$ cat src/sv/nf3_pkg.sv
// ----------------------------------------------------------------------------
// nf3_pkg: shared constants, types and tables of the 3x3 neighborhood filter
// Sizes of the frame and planes, register codes and the reciprocal table
// used to divide a window sum by the number of samples inside the window.
// ----------------------------------------------------------------------------
package nf3_pkg;

	// frame and plane sizes
	localparam int MAX_WIDTH   = 2048;
	localparam int MAX_HEIGHT  = 4096;
	localparam int PLANE_COUNT = 3;
	localparam int SAMPLE_W    = 8;
	localparam int PIX_W       = PLANE_COUNT * SAMPLE_W;
	localparam int COL_W       = $clog2(MAX_WIDTH);
	localparam int ROW_W       = $clog2(MAX_HEIGHT + 1);

	// 3x3 window
	localparam int WIN_DIM = 3;
	localparam int WIN_N   = WIN_DIM * WIN_DIM;
	localparam int CNT_W   = $clog2(WIN_N + 1);
	localparam int SUM_W   = $clog2(WIN_N * ((1 << SAMPLE_W) - 1) + 1);

	// reciprocal division: q = (sum * ceil(2^RECIP_SHIFT / n)) >> RECIP_SHIFT
	localparam int RECIP_SHIFT = 16;
	localparam int RECIP_W     = RECIP_SHIFT + 1;
	localparam int PROD_W      = SUM_W + RECIP_W;

	// configuration port
	localparam int MODE_W     = 1;
	localparam int WIDTH_W    = 12;
	localparam int HEIGHT_W   = 13;
	localparam int CFG_DATA_W = 13;
	localparam int CFG_IDX_W  = 2;

	localparam logic [CFG_IDX_W-1:0] REG_MODE   = 2'd0;
	localparam logic [CFG_IDX_W-1:0] REG_WIDTH  = 2'd1;
	localparam logic [CFG_IDX_W-1:0] REG_HEIGHT = 2'd2;

	localparam logic MODE_AVERAGE = 1'b0;
	localparam logic MODE_MAXIMUM = 1'b1;

	typedef logic [SAMPLE_W-1:0] sample_t;

	// control of one lane computation
	typedef struct packed {
		logic             fire;
		logic             mode;
		logic [WIN_N-1:0] ok;
	} lane_ctl_t;

	// control of the output stage
	typedef struct packed {
		logic load;
		logic frame_end;
	} merge_ctl_t;

	// ceil(2^RECIP_SHIFT / n) for the possible sample counts
	function automatic logic [RECIP_W-1:0] recip(input logic [CNT_W-1:0] n);
		logic [RECIP_W-1:0] r;
		unique case (n)
			4'd2:    r = 17'd32768;
			4'd3:    r = 17'd21846;
			4'd4:    r = 17'd16384;
			4'd5:    r = 17'd13108;
			4'd6:    r = 17'd10923;
			4'd7:    r = 17'd9363;
			4'd8:    r = 17'd8192;
			4'd9:    r = 17'd7282;
			default: r = 17'd65536;
		endcase
		return r;
	endfunction

endpackage

$ cat src/sv/nf3_lane.sv
// ----------------------------------------------------------------------------
// nf3_lane: window reduction for one plane
// Sums, counts and takes the maximum of the samples that the mask keeps,
// registers them, then divides the sum by the count through a reciprocal.
// ----------------------------------------------------------------------------
module nf3_lane (
	input  logic               clk,
	input  nf3_pkg::lane_ctl_t ctl,
	input  nf3_pkg::sample_t   samples [nf3_pkg::WIN_N],
	output nf3_pkg::sample_t   result
);

	logic [nf3_pkg::SUM_W-1:0]   sum;
	logic [nf3_pkg::CNT_W-1:0]   cnt;
	nf3_pkg::sample_t            mx;
	logic [nf3_pkg::SUM_W-1:0]   sum_s1;
	logic [nf3_pkg::CNT_W-1:0]   cnt_s1;
	nf3_pkg::sample_t            max_s1;
	logic                        mode_s1;
	logic [nf3_pkg::PROD_W-1:0]  prod;
	nf3_pkg::sample_t            quot;

	// masked sum, count and maximum over the window
	always_comb begin
		sum = '0;
		cnt = '0;
		mx  = '0;
		for (int i = 0; i < nf3_pkg::WIN_N; i++) begin
			if (ctl.ok[i]) begin
				sum = sum + nf3_pkg::SUM_W'(samples[i]);
				cnt = cnt + nf3_pkg::CNT_W'(1);
				if (samples[i] > mx) begin
					mx = samples[i];
				end
			end
		end
	end

	// reduction register
	always_ff @(posedge clk) begin
		if (ctl.fire) begin
			sum_s1  <= sum;
			cnt_s1  <= cnt;
			max_s1  <= mx;
			mode_s1 <= ctl.mode;
		end
	end

	// truncating division by the sample count
	assign prod = {{nf3_pkg::RECIP_W{1'b0}}, sum_s1}
		* {{nf3_pkg::SUM_W{1'b0}}, nf3_pkg::recip(cnt_s1)};
	assign quot = prod[nf3_pkg::RECIP_SHIFT +: nf3_pkg::SAMPLE_W];

	assign result = (mode_s1 == nf3_pkg::MODE_MAXIMUM) ? max_s1 : quot;

endmodule

$ cat config.mk
export PLATFORM = sky130hd
export DESIGN_NAME = nf3_lane
export DESIGN_NICKNAME = d
export VERILOG_FILES = /design/src/sv/nf3_pkg.sv /design/src/sv/nf3_lane.sv
export SDC_FILE = /design/constraint.sdc
export NUM_CORES = 1
export LEC_CHECK = 0
export BUFFER_PORTS_ARGS = -buffer_cell sky130_fd_sc_hd__buf_2
export CORE_ASPECT_RATIO = 1.4
export CORE_MARGIN = 1
export CORE_UTILIZATION = 58
export CTS_CLUSTER_SIZE = 25
export DETAILED_ROUTE_END_ITERATION = 10
export PLACE_DENSITY = 0.77
export REMOVE_ABC_BUFFERS = 1
export SETUP_SLACK_MARGIN = 0.2
export SYNTH_ARGS = -nofsm -noshare
export SYNTH_HDL_FRONTEND = slang
export SYNTH_SLANG_ARGS = --single-unit
$ cat constraint.sdc
create_clock -name clk -period 46.1 [get_ports clk]
set_input_delay 9.22 -clock clk [delete_from_list [all_inputs] [get_ports clk]]
set_output_delay 9.22 -clock clk [all_outputs]
set_load 0.02 [all_outputs]
==> results.cfg <==
[worst_setup_path]
slowest_stage = or3_1
rrSetupSlack_ns = 44.37
startpoint = ctl[0]
crit_end = max_s1[5]
critPathMaxStageDelay_ns = 0.57
worstPathRequired_ns = 46.10
rr_startpoint = cnt_s1[1]
end_kind = register
critPathLaunchType = input pin
crit_type = input pin to register
r2r_cells = 6
cp_max_fo = 16
cp.arrival_ns = 24.27
cpMostUsedCell = ha_1

[hold_path]
worstHoldPathType = register to register

[sta]
fin_crit_sh_pct = 52.65
slew_violations = 0
hold_violations = 0
slew_headroom_pct = 34.10
rsz0062_at_grt = no
fin_crit_ns = 24.27
skew_ns = 0.001956
tns_ns = 0
setup_viol = 0
tightest_slew_ns = 0.9842
max_freq_ghz = 0.04120

[place]
finalWeightedCongestion = 0.9419
postPlaceCellArea_sq_um = 13960
hpwl_um = 27890
port-buffer-count = 91

[drt]
post_drt_wl_per_cell_um = 16.84
dr.pass1.iters = 5
avgViaCountPerCell = 5.774
drcViolationCount = 0
drt_iter0_drc = 496
wl_um = 33160
vias = 11369
detail-route-antenna-nets = 0

[synth]
synth_top_area_share_pct = 22.33
synth_cells = 1624
synth_area_sq_um = 13360
ys.flop_type = edfxtp_1
yosysMostFrequentCell = inv_1
synth_edf_count = 25
syn_area_per_cell_sq_um = 8.224
yosys-top-cells-area = fa_1 22%, ha_1 16%, inv_1 6.7%
yosysWarnings = 0
synth_top_cell_by_area = fa_1
synth-seq-cells = 40
netlist-cell-type-count = 85
ys_seq_area_share_pct = 7.869
async_flop_share_pct = 0
ys_top_cells_by_count = 240 x inv_1, 200 x nand2_1, 173 x ha_1

[die]
ios = 92
rows = 65
die-area_sq_um = 23650
die_y_um = 181.6
core_sq_um = 22530
dieWidth_um = 130.3
initial_core_util_pct = 59.29

[clock_tree]
post_cts_resized = 0
tritoncts = yes
post_cts_buffers = 0
clock_latency_ns = 0.29
ctsHtreeMaxLevel = 2
cts_hold_buf = 0
clock_path_buffers = 2
cts-root-buf = clkbuf_16
clkSinkCount = 40
cts_buffers = 5
clkTransAtPathRegs_ns = 0.06

[final_layout]
n_fill_cell = 1997
area_delta_synth_final_pct = 5.742
drive_above_1_share_pct = 10.32
fin_area_sq_um = 14120
multi_input_area_sq_um = 11160
nets = 2072
seq_area_sq_um = 1051

[global_routing]
grt_antenna_before_repair = 2
grt_pass1_wl_um = 55340
overflow = 0
grt_max_degree = 31
grt_pass1_vias = 11903
grt.total_usage_pct = 29.69

[outcome]
status = finished clean

[run]
cap_violations = 0
==> worst max-delay path, delay by kind of cell <==
kind / cells / cell delay, ns
mux: 2 / 0.57
fa+ha+maj: 8 / 2.49
compound gates: 34 / 6.98
buf+inv: 6 / 0.61
simple gates: 22 / 4.41
==> cell usage in the layout (no fill, tap or decap), types with 11 or more instances in the layout <==
cell type	n
inv_1	240
nand2_1	200
ha_1	173
fa_1	149
a21oi_1	110
buf_2	91
nor2_1	83
o21ai_0	80
and2_1	73
xnor2_1	73
a21o_1	42
mux2_2	28
nor2b_1	28
xor2_1	26
edfxtp_1	25
o21bai_1	23
mux2i_1	19
nor3_1	15
dfxtp_1	15
nand4_1	14
a31oi_1	13
nand3_1	12
nand2b_1	12
o21a_1	11
==> worst min-delay path by stage <==
stage	from	endpoint	slack, ns	cells after the start
6_report	cnt_s1[2]	register	0.72	2
5_1_grt	cnt_s1[2]	register	0.76	2
4_1_cts	cnt_s1[2]	register	0.72	2
3_5_place_dp	cnt_s1[2]	register	0.71	2
3_3_place_gp	cnt_s1[2]	register	0.69	2
2_1_floorplan	cnt_s1[2]	register	0.63	2
==> layer usage <==
layer | track usage (%) | vias up | part of all wire, %
li1 | - | 5465 | -
met1 | 30.39 | 5462 | 37
met2 | 55.94 | 312 | 53
met3 | 4.567 | 128 | 4.2
met4 | 16.60 | 2 | 5.7
met5 | 0 | - | 0.033
==> cell families after synthesis <==
family | synth area share [%]
compound gates | 17.36
xor+xnor | 6.614
fa+ha+maj | 38.70
buf+inv | 8.543
flops | 7.869
mux | 3.888
simple gates | 17.03
==> area by class of cell <==
| class | instances | area share [%] |
|---|---|---|
| Timing Repair Buffer | 92 | 3.278 |
| Tap cell | 301 | 2.667 |
| Multi-Input combinational cell | 1287 | 79.05 |
| Inverter | 240 | 6.378 |
| Clock inverter | 2 | 0.1063 |
| Sequential cell | 40 | 7.442 |
| Clock buffer | 6 | 1.063 |
| Antenna cell | 1 | 0.01772 |
==> stage by stage <==
stage | hold slack (ns) | worst slack, ns | util (%) | instances
final | 0.7225 | 21.83 | 62.69 | 1969
after global placement | 0.6878 | 21.96 | 61.95 | 1960
after floorplan | 0.6313 | 23.66 | - | 1567
after global routing | 0.7563 | 20.35 | 62.68 | 1968
after detailed placement | 0.7057 | 21.58 | 61.95 | 1960
after CTS | 0.7242 | 21.86 | 62.68 | 1968
Power is left out: the tool's default activity adds up to more than one toggle a clock period on the data nets, which glitch-free logic cannot reach.
