[config.mk]
export PLATFORM = sky130hd
export DESIGN_NAME = nf3_ram
export DESIGN_NICKNAME = d
export VERILOG_FILES = /design/src/sv/nf3_ram.sv
export SDC_FILE = /design/constraint.sdc
export NUM_CORES = 1
export LEC_CHECK = 0
export ABC_AREA = 1
export BUFFER_PORTS_ARGS = -buffer_cell sky130_fd_sc_hd__buf_4
export CORE_MARGIN = 2
export CORE_UTILIZATION = 60
export CTS_BUF_LIST = sky130_fd_sc_hd__clkbuf_8
export CTS_CLUSTER_DIAMETER = 60
export DETAILED_ROUTE_END_ITERATION = 8
export MAX_ROUTING_LAYER = met4
export PLACE_DENSITY = 0.79
export SLEW_MARGIN = 20
export SYNTH_ARGS = -nofsm -noshare
export SYNTH_HDL_FRONTEND = slang
export SYNTH_SLANG_ARGS = --single-unit
[constraint.sdc]
create_clock -name clk -period 2 [get_ports clk]
set_input_delay 0.1 -clock clk [delete_from_list [all_inputs] [get_ports clk]]
set_output_delay 0.1 -clock clk [all_outputs]
set_load 0.01 [all_outputs]
[src/sv/nf3_ram.sv]
// ----------------------------------------------------------------------------
// nf3_ram: generic simple dual-port memory
// One write port and one read port, read data registered.
// ----------------------------------------------------------------------------
module nf3_ram #(
	parameter int WIDTH = 8,
	parameter int DEPTH = 16
) (
	input  logic                     clk,
	input  logic                     we,
	input  logic [$clog2(DEPTH)-1:0] waddr,
	input  logic [WIDTH-1:0]         wdata,
	input  logic                     re,
	input  logic [$clog2(DEPTH)-1:0] raddr,
	output logic [WIDTH-1:0]         rdata
);

	logic [WIDTH-1:0] mem [DEPTH];

	// write port
	always_ff @(posedge clk) begin
		if (we) begin
			mem[waddr] <= wdata;
		end
	end

	// registered read port
	always_ff @(posedge clk) begin
		if (re) begin
			rdata <= mem[raddr];
		end
	end

endmodule

==> metrics.txt, run 1 <==
status finished clean; sequential share of the synthesized area 0.698; worst r2r dst rdata[7]$_DFFE_PP_; VDD IR max 0.585 mV; Syn Inst Count between 500 and 600; gp weighted congestion about 0.94; Slowest-stage cell, CP buf_4; largest family of logic cells by synthesized area simple AND/OR/NAND/NOR gates; Final ANT Viol Nets 0; critical path fanouts, max 34; area fraction in compound gates after synthesis 0; area leader, netlist edfxtp_1; final setup margin roughly 780 ps; count of input and output buffers 26; Bufs on Longest Clock Path 2; Clock Skews around 11 ps; crit path capture type flip-flop; clock root buffer clkbuf_8; Post-Synth Adder-Cell Area 0; Initial Utilization 0.609; largest net degree at the start of global routing 35; final hold vios 0; Hold Path Stages 1; Tcrit/Tclk final 0.609; Synth area leaders edfxtp_1 70%, nand2_1 11%, nand3_1 8.3%, inv_1 6.4%, buf_6 1.2%; Syn Area/Cell ~11 sq um; Avg WL per Cell roughly 17 microns; # diodes 0; Lkg Pwr between 2 and 3 nW; num ports 27; Die ar. around 0.011 sq mm; CTS H-tree lvls 4; fmax slightly above 800 MHz; FF-to-FF setup slack between 800 and 900 ps; Post-Synth XOR/XNOR Area 0; Setup-failing EPs final 0; flops & latches, synth ~140; Max Slew Vio Count 0; PD cells between 800 and 900 mW/mm^2; pre-CTS setup slack about 370 ps; multiplexer share of the synthesized area 0; Yosys warnings 0; post-CTS setup buffers 0; Worst Path Required 2200 ps; placed insts around 700; vias about 4000; startpoint types primary input; total grt overflow 0; Rows 36; worst slew pin tran a little under 900 ps; top-area cell type share of the netlist area 0.698; initial antenna violation count 0; vias in the first global route between 3000 and 4000; Layout Cells excl Fill approximately 740; DR pass1 iterations 4; post-DR vias/cell between 5 and 6; most frequent CP cell nand2_1; simple-gate share of the synthesized area 0.208; post-layout min period between 1000 and 1500 ps; total track usage 0.270; area delta synth->final 12.7%; CTS Buf Count 17; Clock Latency Late Sink between 400 and 500 ps; critical-path cell list buf_4 -> inv_2 -> buf_12 -> nand2_1 -> nand2_1 -> nand2_1 -> nand3_1 -> nand3_1 -> nand2_1; Die Span X approximately 100 microns; DP HPWL 7800 microns; TritonCTS clock tree yes; hold_sp wdata[0]; layout cells sized above 1 0.117; critical path arrival around 1400 ps; Crit Path Class primary input to flip-flop; core area around 0.0096 sq mm; Sink Count between 100 and 150; Final Routed Wirelength between 10000 and 15000 microns; Max-slew headroom 0.419; Cell Area, Synth slightly below 0.006 sq mm; first-pass GRT wire length 19400 microns; Iteration-0 DRC Markers between 300 and 400; Die Y 103 microns; RR Startpoint mem[3][7]$_DFFE_PP_; Max Cap Violations 0; RSZ-0062 raised after global routing false; Max stage delay on crit path between 300 and 400 ps; Worst-path clk slew approximately 80 ps; worst hold path type primary input to flip-flop; Post-Syn Nets 570; worst-case reg-to-reg path depth 6; Hold EP mem[7][0]$_DFFE_PP_; Final nets ~600; drt drc 0; setup TNS 0 ps; Netlist cell types 11
==> worst max-delay path by stage <==
stage                             start                   end  slack (ps)  cells after the start
floorplan                      waddr[2]  mem[10][0]$_DFFE_PP_         950                      2
global placement               raddr[0]    rdata[4]$_DFFE_PP_         390                      9
detailed placement             raddr[0]    rdata[4]$_DFFE_PP_         370                      9
CTS                 mem[3][7]$_DFFE_PP_    rdata[7]$_DFFE_PP_         820                      6
global route                   raddr[0]    rdata[3]$_DFFE_PP_         690                      7
finish                         raddr[0]    rdata[4]$_DFFE_PP_         780                      9
==> placed cells by master, fill, tap and decap left out <==
| cell type | count |
|---|---|
| buf_12 | 1 |
| buf_4 | 40 |
| bufinv_16 | 2 |
| clkbuf_8 | 17 |
| clkinv_1 | 2 |
| clkinv_2 | 3 |
| clkinv_4 | 3 |
| clkinvlp_4 | 3 |
| dlygate4sd3_1 | 5 |
| edfxtp_1 | 136 |
| inv_1 | 102 |
| inv_2 | 2 |
| nand2_1 | 173 |
| nand3_1 | 97 |
| nand3b_1 | 2 |
| nor2_1 | 17 |
==> registers in the layout, summed over array words and instances (netlist names) <==
signal	flops
mem	128
rdata	8
==> per-stage QoR <==
| step | hold slack (ps) | utilization | instance area (sq um) | total power [mW] |
|---|---|---|---|---|
| finish | 12.0 | 0.687 | 6590 | 5.75 |
| global route | 5.71 | 0.687 | 6590 | 5.95 |
| CTS | 4.17 | 0.687 | 6590 | 5.78 |
| detailed placement | 400 | 0.643 | 6170 | 3.68 |
| global placement | 401 | 0.643 | 6170 | 3.67 |
| floorplan | 199 | - | 5850 | 3.52 |
==> cells by family (layout without fill, tap and decap cells) <==
logic type             count (synthesis)  after routing
buffers and inverters                126            180
AND/OR/NAND/NOR                      289            289
flip-flops                           136            136
==> where the power goes <==
part	total [mW]	switching, mW	internal (mW)
Sequential	3.23	0.0186	3.21
Combinational	0.405	0.275	0.130
Clock	2.12	1.04	1.08
Total	5.75	1.33	4.42
==> Yosys cell counts <==
| library cell | n |
|---|---|
| buf_6 | 6 |
| nand2_1 | 173 |
| nor2_1 | 17 |
| buf_4 | 4 |
| inv_1 | 100 |
| buf_2 | 13 |
| edfxtp_1 | 136 |
| nand3b_1 | 2 |
| buf_1 | 1 |
| inv_2 | 2 |
| nand3_1 | 97 |
==> worst max-delay path: cells and delay by family <==
kind,cells,cell delay (ps)
buffers and inverters,3,760
AND/OR/NAND/NOR,6,550
==> cell type report <==
cell class | count | area, sq um
flip-flops and latches | 136 | 4080
fillers | 733 | 3000
multi-input cells | 289 | 1210
well taps | 133 | 166
inverters | 102 | 383
repair buffers | 46 | 370
clock inverters | 15 | 139
clock buffers | 17 | 234
==> what timing repair did <==
item                      CTS  global route
hold endpoints to repair   51             0
resized for setup           0             0
hold buffers                5             0
==> metal layers <==
layer  wire (microns)  global-route usage  vias up
li1                 -                   -     1861
met1             5300               0.368     1843
met2             6100               0.401      175
met3             1010              0.0712       20
met4              263              0.0903        0
met5                0                   -        -
No activity file was read; power rests on OpenSTA's default activity.
==> run 2: changes to the inputs <==
ABC_AREA = 0   (was 1)
CORE_UTILIZATION = 57   (was 60)
clock period = 1.1 ns   (was 2 ns; I/O delays follow)
==> run 2 against run 1 <==
  * The run now ends with negative setup slack left
  * Register-to-register slack got worse by 1100 ps
  * Worst setup slack got worse by 1100 ps
  * Wire length decreased by 21%
  * Critical path type is now flip-flop to flip-flop
==> metrics.txt, run 2 <==
status finished, violations left; violated checks negative setup slack; worst hold path type primary input to flip-flop; TritonCTS clock tree yes; Worst Path Required 1270 ps (-930 ps); vias in the first global route 2694 (-27%); Final nets 318 (-48%); Sink Count 136 (unchanged); Lkg Pwr 2.10 nW (-26%); flops & latches, synth 136 (unchanged); Die ar. 0.00995 sq mm (-5.7%); Worst-path clk slew 70 ps (about the same); count of input and output buffers 26 (unchanged); Clock Latency Late Sink 430 ps (-20 ps); Synth area leaders edfxtp_1 78%, mux4_2 7.8%, mux4_1 7.0%, a22oi_1 2.3%, nor2_1 0.93%; async set-reset flop share out of synthesis 0 (unchanged); Hold Slack 126 ps (+114 ps); final hold vios 0 (unchanged); PD cells 1660 mW/mm^2 (+90%); drt drc 0 (unchanged); clock root buffer clkbuf_8; crit path capture type flip-flop; Die Y 99.8 microns (-2.9%); Cell Area, Synth 0.00523 sq mm (-11%); critical path fanouts, max 1 (-97%); max reg flops 128 (unchanged); Clock Skews 5.24 ps (-5.74 ps); area delta synth->final 20.4%; synth cell count leaders 136 x edfxtp_1, 18 x mux4_2, 16 x a22oi_1; vias 2589 (-34%); Reg area 0.00408 sq mm (unchanged); Yosys warnings 0 (unchanged); CTS Buf Count 17 (unchanged); startpoint types flip-flop; worst slew pin tran 836 ps (-32.0 ps); Crit Path Class flip-flop to flip-flop; total grt overflow 0 (unchanged); post-layout min period about 1400 ps; top-count cell post-synth edfxtp_1; Rows 34 (-5.6%); gp weighted congestion 0.765 (-19%); critical path arrival 1610 ps (+190 ps); Die Span X 99.8 microns (-2.9%); Synth Flop Type edfxtp_1; Tcrit/Tclk final 1.30; VDD IR max 0.881 mV (+51%); Final Routed Wirelength 10100 microns (-21%); commonest non-fill, non-tap cell in the layout edfxtp_1; Post-synth EDFFs 136 (unchanged); area leader, netlist edfxtp_1; DR pass1 iterations 5 (+1); Max Slew Vio Count 0 (unchanged); Bufs on Longest Clock Path 2 (unchanged); num ports 27 (unchanged); post-CTS setup buffers 0 (unchanged); first-pass GRT wire length 15500 microns (-20%); most frequent cells in the layout 136 x edfxtp_1, 42 x buf_4, 32 x mux4_2, 17 x clkbuf_8; Setup-failing EPs final 8 (+8); post-DR vias/cell 6.16 (+17%); Syn Area/Cell 22.8 sq um (+120%); core area 0.00881 sq mm (-8.2%); layout cells sized above 1 0.407 (+0.290); Final ANT Viol Nets 0 (unchanged); Post-Syn Nets 248 (-56%); DP HPWL 6460 microns (-17%); Initial Utilization 0.594 (-0.0158); Iteration-0 DRC Markers 263 (-14%); Netlist cell types 18 (+7); fmax between 600 and 700 MHz; initial antenna violation count 0 (unchanged); fillcell total 491 (-33%); largest reg by FF count mem; multi-input logic area 0.00109 sq mm (-10%); Max Cap Violations 0 (unchanged); Max-slew headroom 0.441 (+0.0223); top-area cell type share of the netlist area 0.781 (+0.0828); RSZ-0062 raised after global routing true; # diodes 0 (unchanged); Regs by FF count mem (128), rdata (8); final setup margin -334 ps (-1120 ps); Avg WL per Cell 24.0 microns (+40%); total track usage 0.233 (-0.0365); largest net degree at the start of global routing 19 (-46%); pre-CTS setup slack -563 ps (-934 ps); CTS H-tree lvls 4 (unchanged); Syn Inst Count 229 (-58%); sequential share of the synthesized area 0.781 (+0.0828)
-- run 2: cell types whose count changed after synthesis, sizes merged, moves of 4 or more --
cell / previous run / this run
buf: 24 / 7
mux4: 0 / 32
nor2: 17 / 13
nand3: 97 / 1
nor3: 0 / 4
a22oi: 0 / 16
inv: 102 / 0
nand2: 173 / 9
-- run 2: final cells by class --
cell class,count,area share
timing repair buffer,61,0.0962
sequential,136,0.649
clock buffer,17,0.0372
multi-input combinational,83,0.173
tap,108,0.0215
clock inverter,15,0.0229
-- run 2: worst max-delay path, stage by stage (launching register included) --
cell and delay (ps):
edfxtp_1 380, mux4_2 480, a22oi_2 230, nand2_1 90
-- run 2: routing by layer --
layer | vias up | GRT usage | share of wire
met3 | 12 | 0.0703 | 0.074
met5 | - | - | 0
met2 | 138 | 0.354 | 0.51
met1 | 1330 | 0.313 | 0.40
met4 | 0 | 0.0685 | 0.014
li1 | 1109 | - | -
-- run 2: kinds of logic (layout without fill, tap and decap cells) --
group,count (synthesis),count (layout),synth area share
mux,32,32,0.148
buf+inv,10,93,0.0165
flops,136,136,0.781
simple gates,35,35,0.0314
compound gates,16,16,0.0230
-- run 2: per-stage QoR --
step                      setup TNS [ps]  std cells  area [sq um]  power [mW]  utilization
final                              -2440        420          6290        10.4        0.715
after global routing               -2780        420          6290        10.8        0.715
after CTS                          -2490        420          6280        10.5        0.713
after detailed placement          -13970        379          5780        6.64        0.656
after global placement            -11290        379          5780        6.61        0.656
after floorplan                    -1800        229          5250        6.31            -
-- run 2: worst paths after layout --
check / from / to / slack (ps) / cells after the start
max: mem[2][6]$_DFFE_PP_ / rdata[6]$_DFFE_PP_ / -330 / 3
min: waddr[1] / mem[0][1]$_DFFE_PP_ / 130 / 3
max reg2reg: mem[2][6]$_DFFE_PP_ / rdata[6]$_DFFE_PP_ / -330 / 3
min reg2reg: mem[2][7]$_DFFE_PP_ / rdata[7]$_DFFE_PP_ / 790 / 3
-- run 2: repair_timing --
item	CTS	global route
gates resized for setup	7	3
setup endpoints to repair	8	8
hold buffers	9	0
endpoints found under the hold margin	136	0
-- run 2: power by group --
group | switching, mW | internal, mW
registers | 0.0298 | 5.83
clock network | 1.71 | 2.16
logic | 0.364 | 0.343
total | 2.11 | 8.34
==> run 3: changes to the inputs <==
BUFFER_PORTS_ARGS = not set   (was -buffer_cell sky130_fd_sc_hd__buf_4)
CAP_MARGIN = 0   (was not set)
CORE_UTILIZATION = 59   (was 57)
DONT_BUFFER_PORTS = 1   (was not set)
==> run 3 against run 2 <==
  * The flow still finishes with violations (negative setup slack)
  * Wire length is 1.2% lower
  * Non-clock buffer count down 34
  * Via count shrank 8.1%
  * Sequential power barely moved
  * Clock power fell by 2%
  * Register-to-register slack worse by 90 ps
  * Clock-buffer cell count unchanged
  * Critical path type unchanged
  * Highest routed layer unchanged
==> metrics.txt, run 3 (synthesis results as in run 2) <==
status finished, violations left; violated checks negative setup slack; Regs by FF count mem (128), rdata (8); CTS H-tree lvls 4 (unchanged); Worst-path clk slew 70 ps (about the same); critical path arrival 1680 ps (+70 ps); final setup margin -422 ps (-88.4 ps); layout cells sized above 1 0.317 (-0.0905); post-route design area 0.00593 sq mm (-5.7%); placed insts 343 (-9.5%); FF-to-FF setup slack -420 ps (-90 ps); Hold EP rdata[7]$_DFFE_PP_; Die Span X 98.1 microns (-1.6%); # diodes 0 (unchanged); hold_sp raddr[1]; worst-case reg-to-reg path depth 3 (unchanged); Max-slew headroom 0.497 (+0.0552); Hold Path Stages 3 (unchanged); num ports 27 (unchanged); vias in the first global route 2489 (-7.6%); Hold Slack 44.9 ps (-81.1 ps); DR pass1 iterations 4 (-1); Setup-failing EPs final 8 (unchanged); PD cells 1710 mW/mm^2 (+3.0%); Avg WL per Cell 25.8 microns (+7.5%); largest net degree at the start of global routing 33 (+14); RSZ-0062 raised after global routing true; placement-stage cell area 0.00543 sq mm (-6.0%); Bufs on Longest Clock Path 2 (unchanged); Lkg Pwr 1.88 nW (-10%); Worst Path Required 1260 ps (about the same); commonest non-fill, non-tap cell in the layout edfxtp_1; Layout Cells excl Fill 386 (-8.1%); total grt overflow 0 (unchanged); DP HPWL 5840 microns (-9.6%); core area 0.00864 sq mm (-1.9%); Tcrit/Tclk final 1.38 (+0.0803); Sink Count 136 (unchanged); crit path capture type flip-flop; Clock Latency Late Sink 420 ps (about the same); post-CTS setup buffers 0 (unchanged); startpoint types flip-flop; Clock Skews 9.61 ps (+4.37 ps); initial antenna violation count 0 (unchanged); final hold vios 0 (unchanged); Max Slew Vio Count 0 (unchanged); Final ANT Viol Nets 0 (unchanged); most frequent cells in the layout 136 x edfxtp_1, 32 x mux4_2, 17 x clkbuf_8, 12 x a22oi_1, 12 x buf_4; worst slew pin tran 752 ps (-83.9 ps); drt drc 0 (unchanged); gp weighted congestion 0.744 (-2.7%); RR Startpoint mem[3][4]$_DFFE_PP_; vias 2380 (-8.1%); worst r2r dst rdata[4]$_DFFE_PP_; largest reg by FF count mem; setup TNS -2750 ps (-309 ps); count of input and output buffers 0 (-100%); post-DR vias/cell 6.17 (about the same); TritonCTS clock tree yes; Die ar. 0.00963 sq mm (-3.3%); Rows 34 (unchanged); post-layout min period 1520 ps (+88.4 ps); first-pass GRT wire length 15100 microns (-2.5%); max reg flops 128 (unchanged); CTS Buf Count 17 (unchanged); Max Cap Violations 0 (unchanged); clock root buffer clkbuf_8; Crit Path Class flip-flop to flip-flop; total track usage 0.233 (-0.000269); fmax 657 MHz (-5.8%); Final nets 284 (-11%); worst hold path type primary input to flip-flop; VDD IR max 1.24 mV (+41%); Iteration-0 DRC Markers 341 (+30%); area delta synth->final 13.5%; Final Routed Wirelength 9940 microns (-1.2%); Die Y 98.1 microns (-1.6%); Initial Utilization 0.605 (+0.0117); critical path fanouts, max 1 (unchanged)
run 3: cell count changes in the layout (fill, tap and decap cells not counted), sizes merged:
cell,delta
inv,-1
clkinv,-1
dlygate4sd3,+2
clkinvlp,+3
bufinv,-1
buf,-36
run 3: area by class of cell:
cell class | count | area, sq um
clock inverter | 15 | 136
tap | 108 | 135
clock buffer | 17 | 234
fill | 544 | 2700
timing repair buffer | 27 | 280
multi-input combinational | 83 | 1060
sequential | 136 | 4080
run 3: critical path, cell delays in order, from the launching register on:
cell and delay [ps]:
edfxtp_1 400, mux4_2 540, a22oi_2 210, nand2_1 110
run 3: layer usage:
| layer | global-route usage | vias up | wire length [microns] |
|---|---|---|---|
| met3 | 0.0472 | 10 | 805 |
| met4 | 0.134 | 0 | 193 |
| met5 | - | - | 0 |
| met2 | 0.340 | 112 | 5080 |
| li1 | - | 1034 | - |
| met1 | 0.313 | 1224 | 3870 |
run 3: what timing repair did:
item / in CTS / in global routing
endpoints found under the setup margin: 8 / 8
pin swaps: 1 / 0
endpoints found under the hold margin: 168 / 0
gates resized for setup: 2 / 3
hold buffers: 11 / 0
run 3: where the power goes:
group,total (mW),internal (mW),switching [mW]
Combinational,0.463,0.222,0.241
Clock,3.79,1.97,1.82
Sequential,5.88,5.84,0.0485
Total,10.1,8.03,2.11
run 3: how the worst max path moves through the flow:
stage	from	endpoint	slack [ps]	depth (start not counted)
floorplan	mem[3][0]$_DFFE_PP_	rdata[0]$_DFFE_PP_	-170	3
global placement	mem[11][6]$_DFFE_PP_	rdata[6]$_DFFE_PP_	-360	3
detailed placement	mem[10][6]$_DFFE_PP_	rdata[6]$_DFFE_PP_	-420	3
CTS	mem[3][4]$_DFFE_PP_	rdata[4]$_DFFE_PP_	-430	3
global route	mem[3][4]$_DFFE_PP_	rdata[4]$_DFFE_PP_	-430	3
finish	mem[3][4]$_DFFE_PP_	rdata[4]$_DFFE_PP_	-420	3
run 3: per-stage QoR:
step,total power [mW],setup WS [ps],utilization
after global routing,10.4,-431,0.687
after detailed placement,6.34,-419,0.629
final,10.1,-422,0.687
after CTS,10.2,-429,0.686
after global placement,6.32,-362,0.629
after floorplan,6.31,-166,-
