==> src/sv/nf3_pkg.sv <==
// ----------------------------------------------------------------------------
// nf3_pkg: shared constants, types and tables of the 3x3 neighborhood filter
// Sizes of the frame and planes, register codes and the reciprocal table
// used to divide a window sum by the number of samples inside the window.
// ----------------------------------------------------------------------------
package nf3_pkg;

	// frame and plane sizes
	localparam int MAX_WIDTH   = 2048;
	localparam int MAX_HEIGHT  = 4096;
	localparam int PLANE_COUNT = 3;
	localparam int SAMPLE_W    = 8;
	localparam int PIX_W       = PLANE_COUNT * SAMPLE_W;
	localparam int COL_W       = $clog2(MAX_WIDTH);
	localparam int ROW_W       = $clog2(MAX_HEIGHT + 1);

	// 3x3 window
	localparam int WIN_DIM = 3;
	localparam int WIN_N   = WIN_DIM * WIN_DIM;
	localparam int CNT_W   = $clog2(WIN_N + 1);
	localparam int SUM_W   = $clog2(WIN_N * ((1 << SAMPLE_W) - 1) + 1);

	// reciprocal division: q = (sum * ceil(2^RECIP_SHIFT / n)) >> RECIP_SHIFT
	localparam int RECIP_SHIFT = 16;
	localparam int RECIP_W     = RECIP_SHIFT + 1;
	localparam int PROD_W      = SUM_W + RECIP_W;

	// configuration port
	localparam int MODE_W     = 1;
	localparam int WIDTH_W    = 12;
	localparam int HEIGHT_W   = 13;
	localparam int CFG_DATA_W = 13;
	localparam int CFG_IDX_W  = 2;

	localparam logic [CFG_IDX_W-1:0] REG_MODE   = 2'd0;
	localparam logic [CFG_IDX_W-1:0] REG_WIDTH  = 2'd1;
	localparam logic [CFG_IDX_W-1:0] REG_HEIGHT = 2'd2;

	localparam logic MODE_AVERAGE = 1'b0;
	localparam logic MODE_MAXIMUM = 1'b1;

	typedef logic [SAMPLE_W-1:0] sample_t;

	// control of one lane computation
	typedef struct packed {
		logic             fire;
		logic             mode;
		logic [WIN_N-1:0] ok;
	} lane_ctl_t;

	// control of the output stage
	typedef struct packed {
		logic load;
		logic frame_end;
	} merge_ctl_t;

	// ceil(2^RECIP_SHIFT / n) for the possible sample counts
	function automatic logic [RECIP_W-1:0] recip(input logic [CNT_W-1:0] n);
		logic [RECIP_W-1:0] r;
		unique case (n)
			4'd2:    r = 17'd32768;
			4'd3:    r = 17'd21846;
			4'd4:    r = 17'd16384;
			4'd5:    r = 17'd13108;
			4'd6:    r = 17'd10923;
			4'd7:    r = 17'd9363;
			4'd8:    r = 17'd8192;
			4'd9:    r = 17'd7282;
			default: r = 17'd65536;
		endcase
		return r;
	endfunction

endpackage

==> src/sv/nf3_merge.sv <==
// ----------------------------------------------------------------------------
// nf3_merge: output stage
// Gathers the lane results and the frame end flag into one result item
// and holds it until the receiver takes the transfer.
// ----------------------------------------------------------------------------
module nf3_merge (
	input  logic                clk,
	input  logic                arst_n,
	input  nf3_pkg::merge_ctl_t ctl,
	input  nf3_pkg::sample_t    lane_res [nf3_pkg::PLANE_COUNT],
	input  logic                out_stall,
	output logic                out_free,
	output logic                out_valid,
	output nf3_pkg::sample_t    res [nf3_pkg::PLANE_COUNT],
	output logic                frame_end
);

	logic valid_q;

	// the register can take a new item when empty or being drained
	assign out_free  = !valid_q || !out_stall;
	assign out_valid = valid_q;

	// valid flag
	always_ff @(posedge clk or negedge arst_n) begin
		if (!arst_n) begin
			valid_q <= 1'b0;
		end else if (out_free) begin
			valid_q <= ctl.load;
		end
	end

	// result payload
	always_ff @(posedge clk) begin
		if (out_free && ctl.load) begin
			for (int p = 0; p < nf3_pkg::PLANE_COUNT; p++) begin
				res[p] <= lane_res[p];
			end
			frame_end <= ctl.frame_end;
		end
	end

endmodule

==> config.mk <==
export PLATFORM = sky130hd
export DESIGN_NAME = nf3_merge
export DESIGN_NICKNAME = d
export VERILOG_FILES = /design/src/sv/nf3_pkg.sv /design/src/sv/nf3_merge.sv
export SDC_FILE = /design/constraint.sdc
export NUM_CORES = 1
export LEC_CHECK = 0
export ABC_AREA = 0
export BUFFER_PORTS_ARGS = -buffer_cell sky130_fd_sc_hd__buf_2
export CAP_MARGIN = 25
export CORE_UTILIZATION = 41
export CTS_CLUSTER_DIAMETER = 200
export DETAILED_ROUTE_END_ITERATION = 10
export GPL_ROUTABILITY_DRIVEN = 0
export HOLD_SLACK_MARGIN = 0.05
export PLACE_DENSITY = 0.86
export REMOVE_ABC_BUFFERS = 1
export SKIP_LAST_GASP = 1
export SYNTH_ARGS = -nofsm -noshare
export SYNTH_HDL_FRONTEND = slang
export SYNTH_SLANG_ARGS = --single-unit
==> constraint.sdc <==
create_clock -name clk -period 2.6 [get_ports clk]
set_clock_uncertainty 0.2 [all_clocks]
set_input_delay 0.52 -clock clk [delete_from_list [all_inputs] [get_ports clk]]
set_output_delay 0.52 -clock clk [all_outputs]
set_load 0.005 [all_outputs]
==> impl_summary.log, run 1 <==
[metrics] static leakage: 0.511 nW
[metrics] setup TNS after final layout: 0 ps
[metrics] switching pwr: ~140 uW
[metrics] met2 track demand over resource in global routing: approximately 20%
[metrics] post-detailed-route wirelength per cell: 11.3 microns
[metrics] clock group share of total power: 25.4%
[metrics] Total Wirelength: about 1300 microns
[metrics] number of core rows: 15
[metrics] global routing usage on met1: 12.3%
[metrics] Power, Total: 741 uW
[metrics] drt first pass iters: 2
[metrics] fraction of final layout cells with drive strength greater than 1: slightly below 70%
[metrics] number of antenna-violating nets in the routed design: 0
[metrics] most frequent cells after synthesis: 25 x edfxtp_1, 1 x a21boi_2, 1 x a21o_1, 1 x dfrtp_1, 1 x nand2_1
[metrics] Horiz. Die Dim: around 46 microns
[metrics] Most Used Layer, Global Route: met2
[metrics] type of the most critical hold path: in2reg
[metrics] flop and latch count out of synthesis: 26
[metrics] multi-input gate area in the final layout: between 20 and 25 sq um
[metrics] post-CTS resize count: 0
[metrics] endpoints failing hold: 0
[metrics] setup violators final: 0
[metrics] family of cells with the greatest summed delay on the critical path: flip-flops
[metrics] mux cell area share after synthesis: 0%
[metrics] leading register cell type out of synthesis: edfxtp_1
[metrics] Power Dens Cells: about 640 mW/mm^2
[metrics] post-synthesis cell type with the largest combined area: edfxtp_1
[metrics] count of buffer and inverter cells on the critical path: 1
[metrics] diode count: 0
[metrics] number of vias in the routed layout: a little under 500
[metrics] first-pass GRT wire length: about 1700 microns
[metrics] total gr overflow: 0
[metrics] FMAX: 0.605 GHz
[metrics] count of max-cap constraint violations: 0
[metrics] number of global-route vias before repair: 430
[metrics] RSZ-0062 raised after global routing: false
[metrics] startpoint class of the critical path: register
[metrics] Ys Warns: 0
[metrics] post-synthesis compound-gate area fraction: between 2 and 2.5%
[metrics] Hold WS: about 180 ps
[metrics] CTS max path bufs: 2
[metrics] net total in the final layout: approximately 120
[metrics] root buf cell: clkbuf_4
[metrics] Die Height: around 46 microns
[metrics] switching share of total power: approximately 18%
[metrics] peak ir drop on the vdd network: approximately 470 uV
[metrics] Overall Global Routing Usage: between 10% and 20%
[metrics] TritonCTS clock tree: done
[metrics] cell area after synthesis: approximately 800 sq um
[metrics] post-CTS clock slew at the launch and capture registers of the worst setup and hold paths: around 120 ps
[metrics] critical path type: reg2out
[metrics] Final Cycle Share: between 60% and 70%
[metrics] detailed-route vias per instance: approximately 4.3
[metrics] area of the core region: ~0.0018 sq mm
[metrics] maximum fanout encountered on the critical timing path: 4
[metrics] num ports: 56
[metrics] Starting Density: between 40% and 50%
[metrics] share of synthesized flip-flops with an asynchronous set or reset: 3.85%
[metrics] combinational family with the most area after synthesis: compound AO/OA/AOI/OAI gates
[metrics] XOR/XNOR Fraction of Synth Area: 0%
[metrics] Critical Path Sink Type: output pin
[metrics] drc violations: 0
[metrics] share of synthesized area occupied by flip-flops and latches: between 90% and 100%
[metrics] number of enable-type register cells in the synthesized netlist: 25
[metrics] Internal Pwr Total: roughly 600 uW
[metrics] number of filler cells placed in the layout: approximately 140
[metrics] basic-gate share of the synthesized area counting and, or, nand and nor cells: less than 1%
[metrics] Reg area: roughly 780 sq um
[metrics] share of synthesized cell area in full adder, half adder and majority cells: 0%
[metrics] Area contributors post-synth: edfxtp_1 94%, dfrtp_1 3.1%, a21boi_2 1.4%
[metrics] source-to-sink clock delay at the later pin of the worst-skew pair: approximately 300 ps
[metrics] grt met3 use: around 6%
[metrics] critical path data required time: around 1900 ps
[metrics] outcome: completed
[metrics] cell with the largest stage delay on the worst path: dfrtp_1
[metrics] number of pins with negative max-slew slack in the final report: 0
[metrics] Placed Area: ~0.0011 sq mm
[metrics] quantity of I/O buffers inserted on ports: 55
[metrics] final worst path period need: around 1700 ps
[metrics] Max-Slew Margin vs Limit: about 88%
[metrics] final HPWL from detailed placement: between 900 and 1000 microns
[metrics] CTS Sinks: 26
[metrics] Mapped Cells: 29
[metrics] TritonCTS Buffers: 3
[metrics] CTS Hold Bufs: 1
[metrics] Total Die Area: ~0.0021 sq mm
[metrics] highest cell delay on the worst timing path: between 400 and 500 ps
[metrics] library cell with the highest instance count after synthesis: edfxtp_1
[metrics] number of distinct library cell variants in the gate-level netlist after synthesis: 5
[metrics] combinational group share of total power: between 8 and 9%
[metrics] largest net degree at the start of global routing: 16
[metrics] total number of H-tree levels: 1
[metrics] area fraction of the dominant cell type after synthesis: around 94%
[metrics] per-instance average area after synthesis: roughly 28 sq um
[metrics] Iter 0 DRT Violations: 3
[metrics] critical-path cell list: nand2_1 > buf_2
[metrics] Reg power frac: 66.4%
[metrics] P&R area growth vs syn: 46.1%
[metrics] transition time at the pin with the least slew margin: roughly 180 ps
[metrics] post-CTS setup buffer count: 0
[metrics] arrival time of data at the critical path endpoint: ~930 ps
[metrics] initial antenna violation count: 0
[metrics] final design instance area without fill: roughly 0.0012 sq mm
[layout make-up]
cell class / count / area share, %
repair buffers: 58 / 25.8
multi-input cells: 3 / 1.93
well taps: 25 / 2.68
clock buffers: 4 / 3.11
flip-flops and latches: 26 / 66.5
[state kept, by name (all words and copies together) (netlist names)]
register and flops:
res 24, out_valid 1, frame_end 1
[cell families (layout without fill, tap and decap cells)]
group | Yosys count | in the layout
flip-flops | 26 | 26
AO/OA/AOI/OAI | 2 | 2
AND/OR/NAND/NOR | 1 | 1
buffers and inverters | 0 | 62
[power groups by stage]
stage | logic, mW | clock network, mW | registers [mW]
final | 0.0608 | 0.189 | 0.492
after global routing | 0.0680 | 0.206 | 0.495
after CTS | 0.0615 | 0.197 | 0.492
after detailed placement | 0.0603 | 0 | 0.502
after global placement | 0.0586 | 0 | 0.501
after floorplan | 0.00942 | 0 | 0.506
[final timing paths]
check / depth (start not counted) / from / endpoint / slack (ps)
setup / recovery: 2 / out_valid / out_free / 950
hold / removal: 1 / lane_res[20] / res[20] / 180
setup reg to reg: 2 / out_valid / res[0] / 1270
hold reg to reg: 1 / out_valid / out_valid / 390
max in group asynchronous: 2 / arst_n / out_valid / 1800
min in group asynchronous: 2 / arst_n / out_valid / 320
[per-stage QoR]
stage / worst slack [ps] / std cells / utilization (%)
after floorplan: 727 / 29 / -
after global placement: 1090 / 111 / 62.8
after detailed placement: 1070 / 111 / 62.8
after CTS: 948 / 116 / 65.4
after global routing: 881 / 116 / 65.4
final: 947 / 116 / 65.4
[metal layers]
metal  routed length [microns]  vias to the layer above
met5                         0                        -
met3                       163                        2
met4                         4                        0
li1                          -                      238
met2                       681                       36
met1                       458                      220
[layout by cell type (no fill, tap or decap), drive strengths merged]
cell type     n
a21o          1
buf          57
dfrtp         1
edfxtp       25
a21boi        1
nand2         1
dlygate4sd3   1
clkbuf        4
(Power assumes the default switching activity.)
==> run 2: changes to the inputs <==
ABC_AREA = 1   (was 0)
CORE_UTILIZATION = 35   (was 41)
PLACE_DENSITY = 0.79   (was 0.86)
clock period = 1.5 ns   (was 2.6 ns; I/O delays follow)
==> run 2 against run 1 <==
Effect of this change:
- synthesized area down 0.78%
- die area up 15%
- sequential power grew 74%
- flip-flop and latch count unchanged
- wire length grew 74%
- combinational power increased to 2.8 times the previous value
- largest cell class unchanged
- first-iteration DRC count increased to 7.0 times the previous value
- the flow now finishes with violations (setup timing)
==> impl_summary.log, run 2 <==
[metrics] share of synthesized area occupied by flip-flops and latches: 97.9% (was 97.2%)
[metrics] transition time at the pin with the least slew margin: 182 ps (was 183 ps)
[metrics] peak ir drop on the vdd network: 763 uV (was 473 uV)
[metrics] library cell with the highest instance count after synthesis: edfxtp_1 (unchanged)
[metrics] endpoint of the worst register-to-register path: out_valid (was res[0])
[metrics] area fraction of the dominant cell type after synthesis: 94.8% (was 94.0%)
[metrics] number of distinct library cell variants in the gate-level netlist after synthesis: 5 (unchanged)
[metrics] endpoints failing hold: 0 (unchanged)
[metrics] net total in the final layout: 150 (was 121)
[metrics] terminating pin of the worst hold path: res[22] (was res[20])
[metrics] Critical Path Sink Type: register (was output pin)
[metrics] static leakage: 0.635 nW (was 0.511 nW)
[metrics] Worst R2R Setup Slack: 40 ps (was 1270 ps)
[metrics] detailed-route vias per instance: 4.46 (was 4.28)
[metrics] post-CTS clock slew at the launch and capture registers of the worst setup and hold paths: 140 ps (was 120 ps)
[metrics] root buf cell: clkbuf_4 (unchanged)
[metrics] leading register cell type out of synthesis: edfxtp_1 (unchanged)
[metrics] post-CTS resize count: 0 (unchanged)
[metrics] Overall Global Routing Usage: 20.8% (was 12.4%)
[metrics] most frequent cells after synthesis: 25 x edfxtp_1, 2 x nand2_1, 1 x a21oi_1, 1 x dfrtp_1, 1 x inv_1 (was 25 x edfxtp_1, 1 x a21boi_2, 1 x a21o_1, 1 x dfrtp_1, 1 x nand2_1)
[metrics] source-to-sink clock delay at the later pin of the worst-skew pair: 310 ps (was 300 ps)
[metrics] TritonCTS Buffers: 3 (unchanged)
[metrics] FMAX: between 0.6 and 0.7 GHz
[metrics] Horiz. Die Dim: 49.6 microns (was 46.1 microns)
[metrics] TritonCTS clock tree: done (unchanged)
[metrics] post-CTS setup buffer count: 0 (unchanged)
[metrics] Mapped Cells: 30 (was 29)
[metrics] quantity of I/O buffers inserted on ports: 55 (unchanged)
[metrics] worst hold start: out_stall (was lane_res[20])
[metrics] Starting Density: 38.8% (was 44.8%)
[metrics] Total Wirelength: 2280 microns (was 1310 microns)
[metrics] critical-path cell list: dlygate4sd3_1 > buf_2 > inv_1 > a21oi_2 > buf_4 (was nand2_1 > buf_2)
[metrics] num ports: 56 (unchanged)
[metrics] per-instance average area after synthesis: 26.4 sq um (was 27.5 sq um)
[metrics] RSZ-0062 raised after global routing: true (was false)
[metrics] largest net degree at the start of global routing: 16 (unchanged)
[metrics] cell with the largest stage delay on the worst path: dlygate4sd3_1 (was dfrtp_1)
[metrics] Register-to-Register Path Depth: 3 (was 2)
[metrics] violations in the final reports: setup timing
[metrics] Hold WS: 294 ps (was 182 ps)
[metrics] diode count: 0 (unchanged)
[metrics] count of buffer and inverter cells on the critical path: 4 (was 1)
[metrics] critical path data required time: 1330 ps (was 1880 ps)
[metrics] number of flip-flops under the largest register name: 24 (unchanged)
[metrics] commonest cells after routing, fill and taps aside: 55 x buf_2, 29 x dlygate4sd3_1, 25 x edfxtp_1 (was 55 x buf_2, 25 x edfxtp_1, 3 x clkbuf_4)
[metrics] post-layout worst setup margin: -26.4 ps (was 947 ps)
[metrics] CTS Sinks: 26 (unchanged)
[metrics] type of the most critical hold path: in2reg (unchanged)
[metrics] Min-Delay Path Depth: 3 (was 1)
[metrics] Power Dens Cells: 1020 mW/mm^2 (was 636 mW/mm^2)
[metrics] drc violations: 0 (unchanged)
[metrics] number of global-route vias before repair: 706 (was 430)
[metrics] startpoint of the most critical register-to-register path: out_valid (unchanged)
[metrics] Total Die Area: 0.00246 sq mm (was 0.00213 sq mm)
[metrics] Ys Warns: 0 (unchanged)
[metrics] critical path type: in2reg (was reg2out)
[metrics] flop and latch count out of synthesis: 26 (unchanged)
[metrics] share of synthesized flip-flops with an asynchronous set or reset: 3.85% (unchanged)
[metrics] placed cells: 114 (was 111)
[metrics] cell area after synthesis: 792 sq um (was 798 sq um)
[metrics] Max-Slew Margin vs Limit: 87.9% (was 87.8%)
[metrics] startpoint class of the critical path: input pin (was register)
[metrics] number of core rows: 16 (was 15)
[metrics] register containing the most flip-flops in the final layout: res (unchanged)
[metrics] Final Cycle Share: 102%
[metrics] final standard cell utilization of the core: 71.6% (was 65.4%)
[metrics] family of cells with the greatest summed delay on the critical path: buffers and inverters (was flip-flops)
[metrics] number of enable-type register cells in the synthesized netlist: 25 (unchanged)
[metrics] count of placed standard cells in the final layout, fillers left out: 147 (was 116)
[metrics] Die Height: 49.6 microns (was 46.1 microns)
[metrics] CTS max path bufs: 2 (unchanged)
[metrics] P&R area growth vs syn: 84.7% (was 46.1%)
[metrics] outcome: finished, violations left (was completed)
[metrics] area of the core region: 0.00204 sq mm (was 0.00178 sq mm)
[metrics] fraction of final layout cells with drive strength greater than 1: 51.7% (was 68.1%)
[metrics] number of pins with negative max-slew slack in the final report: 0 (unchanged)
[metrics] first-pass GRT wire length: 3550 microns (was 1710 microns)
[metrics] count of max-cap constraint violations: 0 (unchanged)
[metrics] post-detailed-route wirelength per cell: 15.5 microns (was 11.3 microns)
[metrics] final HPWL from detailed placement: 1070 microns (was 996 microns)
[metrics] post-synthesis cell type with the largest combined area: edfxtp_1 (unchanged)
[metrics] final worst path period need: between 1500 and 2000 ps
[metrics] total gr overflow: 0 (unchanged)
[metrics] number of vias in the routed layout: 656 (was 496)
[metrics] setup violators final: 14 (was 0)
[metrics] total number of H-tree levels: 1 (unchanged)
[metrics] Area contributors post-synth: edfxtp_1 95%, dfrtp_1 3.2%, nand2_1 0.95% (was edfxtp_1 94%, dfrtp_1 3.1%, a21boi_2 1.4%)
[metrics] drt first pass iters: 4 (was 2)
[metrics] maximum fanout encountered on the critical timing path: 14 (was 4)
[metrics] initial antenna violation count: 0 (unchanged)
[metrics] arrival time of data at the critical path endpoint: 1360 ps (was 930 ps)
[metrics] number of antenna-violating nets in the routed design: 0 (unchanged)
[metrics] Iter 0 DRT Violations: 21 (was 3)
[metrics] most common library cell in the layout ignoring fill and taps: buf_2 (unchanged)
[metrics] highest cell delay on the worst timing path: 530 ps (was 440 ps)
==> run 2: cell count changes in the layout (fill, tap and decap cells not counted), sizes merged <==
cell,change
dlygate4sd3,+28
a21boi,-1
a21o,-1
a21oi,+1
bufinv,+1
clkbuf,-1
inv,+1
nand2,+1
==> run 2: power by group <==
group	leakage [nW]	switching [mW]	total (mW)	internal, mW
sequential	0.249	0.0117	0.855	0.843
combinational	0.358	0.0671	0.173	0.106
clock	0.0279	0.196	0.466	0.270
==> run 2: worst max path at each step <==
stage | start | to | cells after the start
5_1_grt | ctl[1] | res[5] | 5
2_1_floorplan | out_valid | frame_end | 1
4_1_cts | ctl[1] | frame_end | 5
6_report | ctl[1] | res[16] | 5
3_3_place_gp | out_stall | res[2] | 3
3_5_place_dp | out_valid | res[13] | 2
==> run 2: worst min-delay path: stages <==
cell and delay, ps:
buf_2 100, a21oi_2 50, buf_4 180
==> run 2: through the flow <==
stage / setup slack (ps) / total power [mW] / cell area [sq um] / setup TNS, ps
2_1_floorplan: -791 / 0.893 / 792 / -19780
3_3_place_gp: 231 / 0.969 / 1120 / 0
3_5_place_dp: 213 / 0.975 / 1120 / 0
4_1_cts: 37.8 / 1.49 / 1460 / 0
5_1_grt: -30.9 / 1.54 / 1460 / -699
6_report: -26.4 / 1.49 / 1460 / -364
==> run 2: logic make-up (layout without fill, tap and decap cells) <==
| kind of cell | after synthesis | count (layout) | synth area share [%] |
|---|---|---|---|
| flip-flops | 26 | 26 | 97.9 |
| AND/OR/NAND/NOR | 2 | 2 | 0.948 |
| AO/OA/AOI/OAI | 1 | 1 | 0.631 |
| buffers and inverters | 1 | 91 | 0.473 |
==> run 2: final cells by class <==
type | count | area (sq um)
clock buffers | 3 | 22.5
clock inverters | 1 | 30.0
fillers | 131 | 579
inverters | 1 | 3.75
multi-input cells | 3 | 16.3
flip-flops and latches | 26 | 776
well taps | 27 | 33.8
repair buffers | 86 | 581
==> run 2: metal layers <==
layer | up-vias | global-route usage [%] | part of all wire (%)
met5 | - | 0 | 0
li1 | 295 | - | -
met4 | 0 | 12.4 | 3.6
met2 | 44 | 34.9 | 50
met1 | 309 | 23.0 | 36
met3 | 8 | 6.17 | 10
==> run 2: repair_timing <==
| item | in CTS | in global routing |
|---|---|---|
| endpoints found under the hold margin | 27 | 0 |
| setup endpoints to repair | 0 | 26 |
| hold buffers | 29 | 0 |
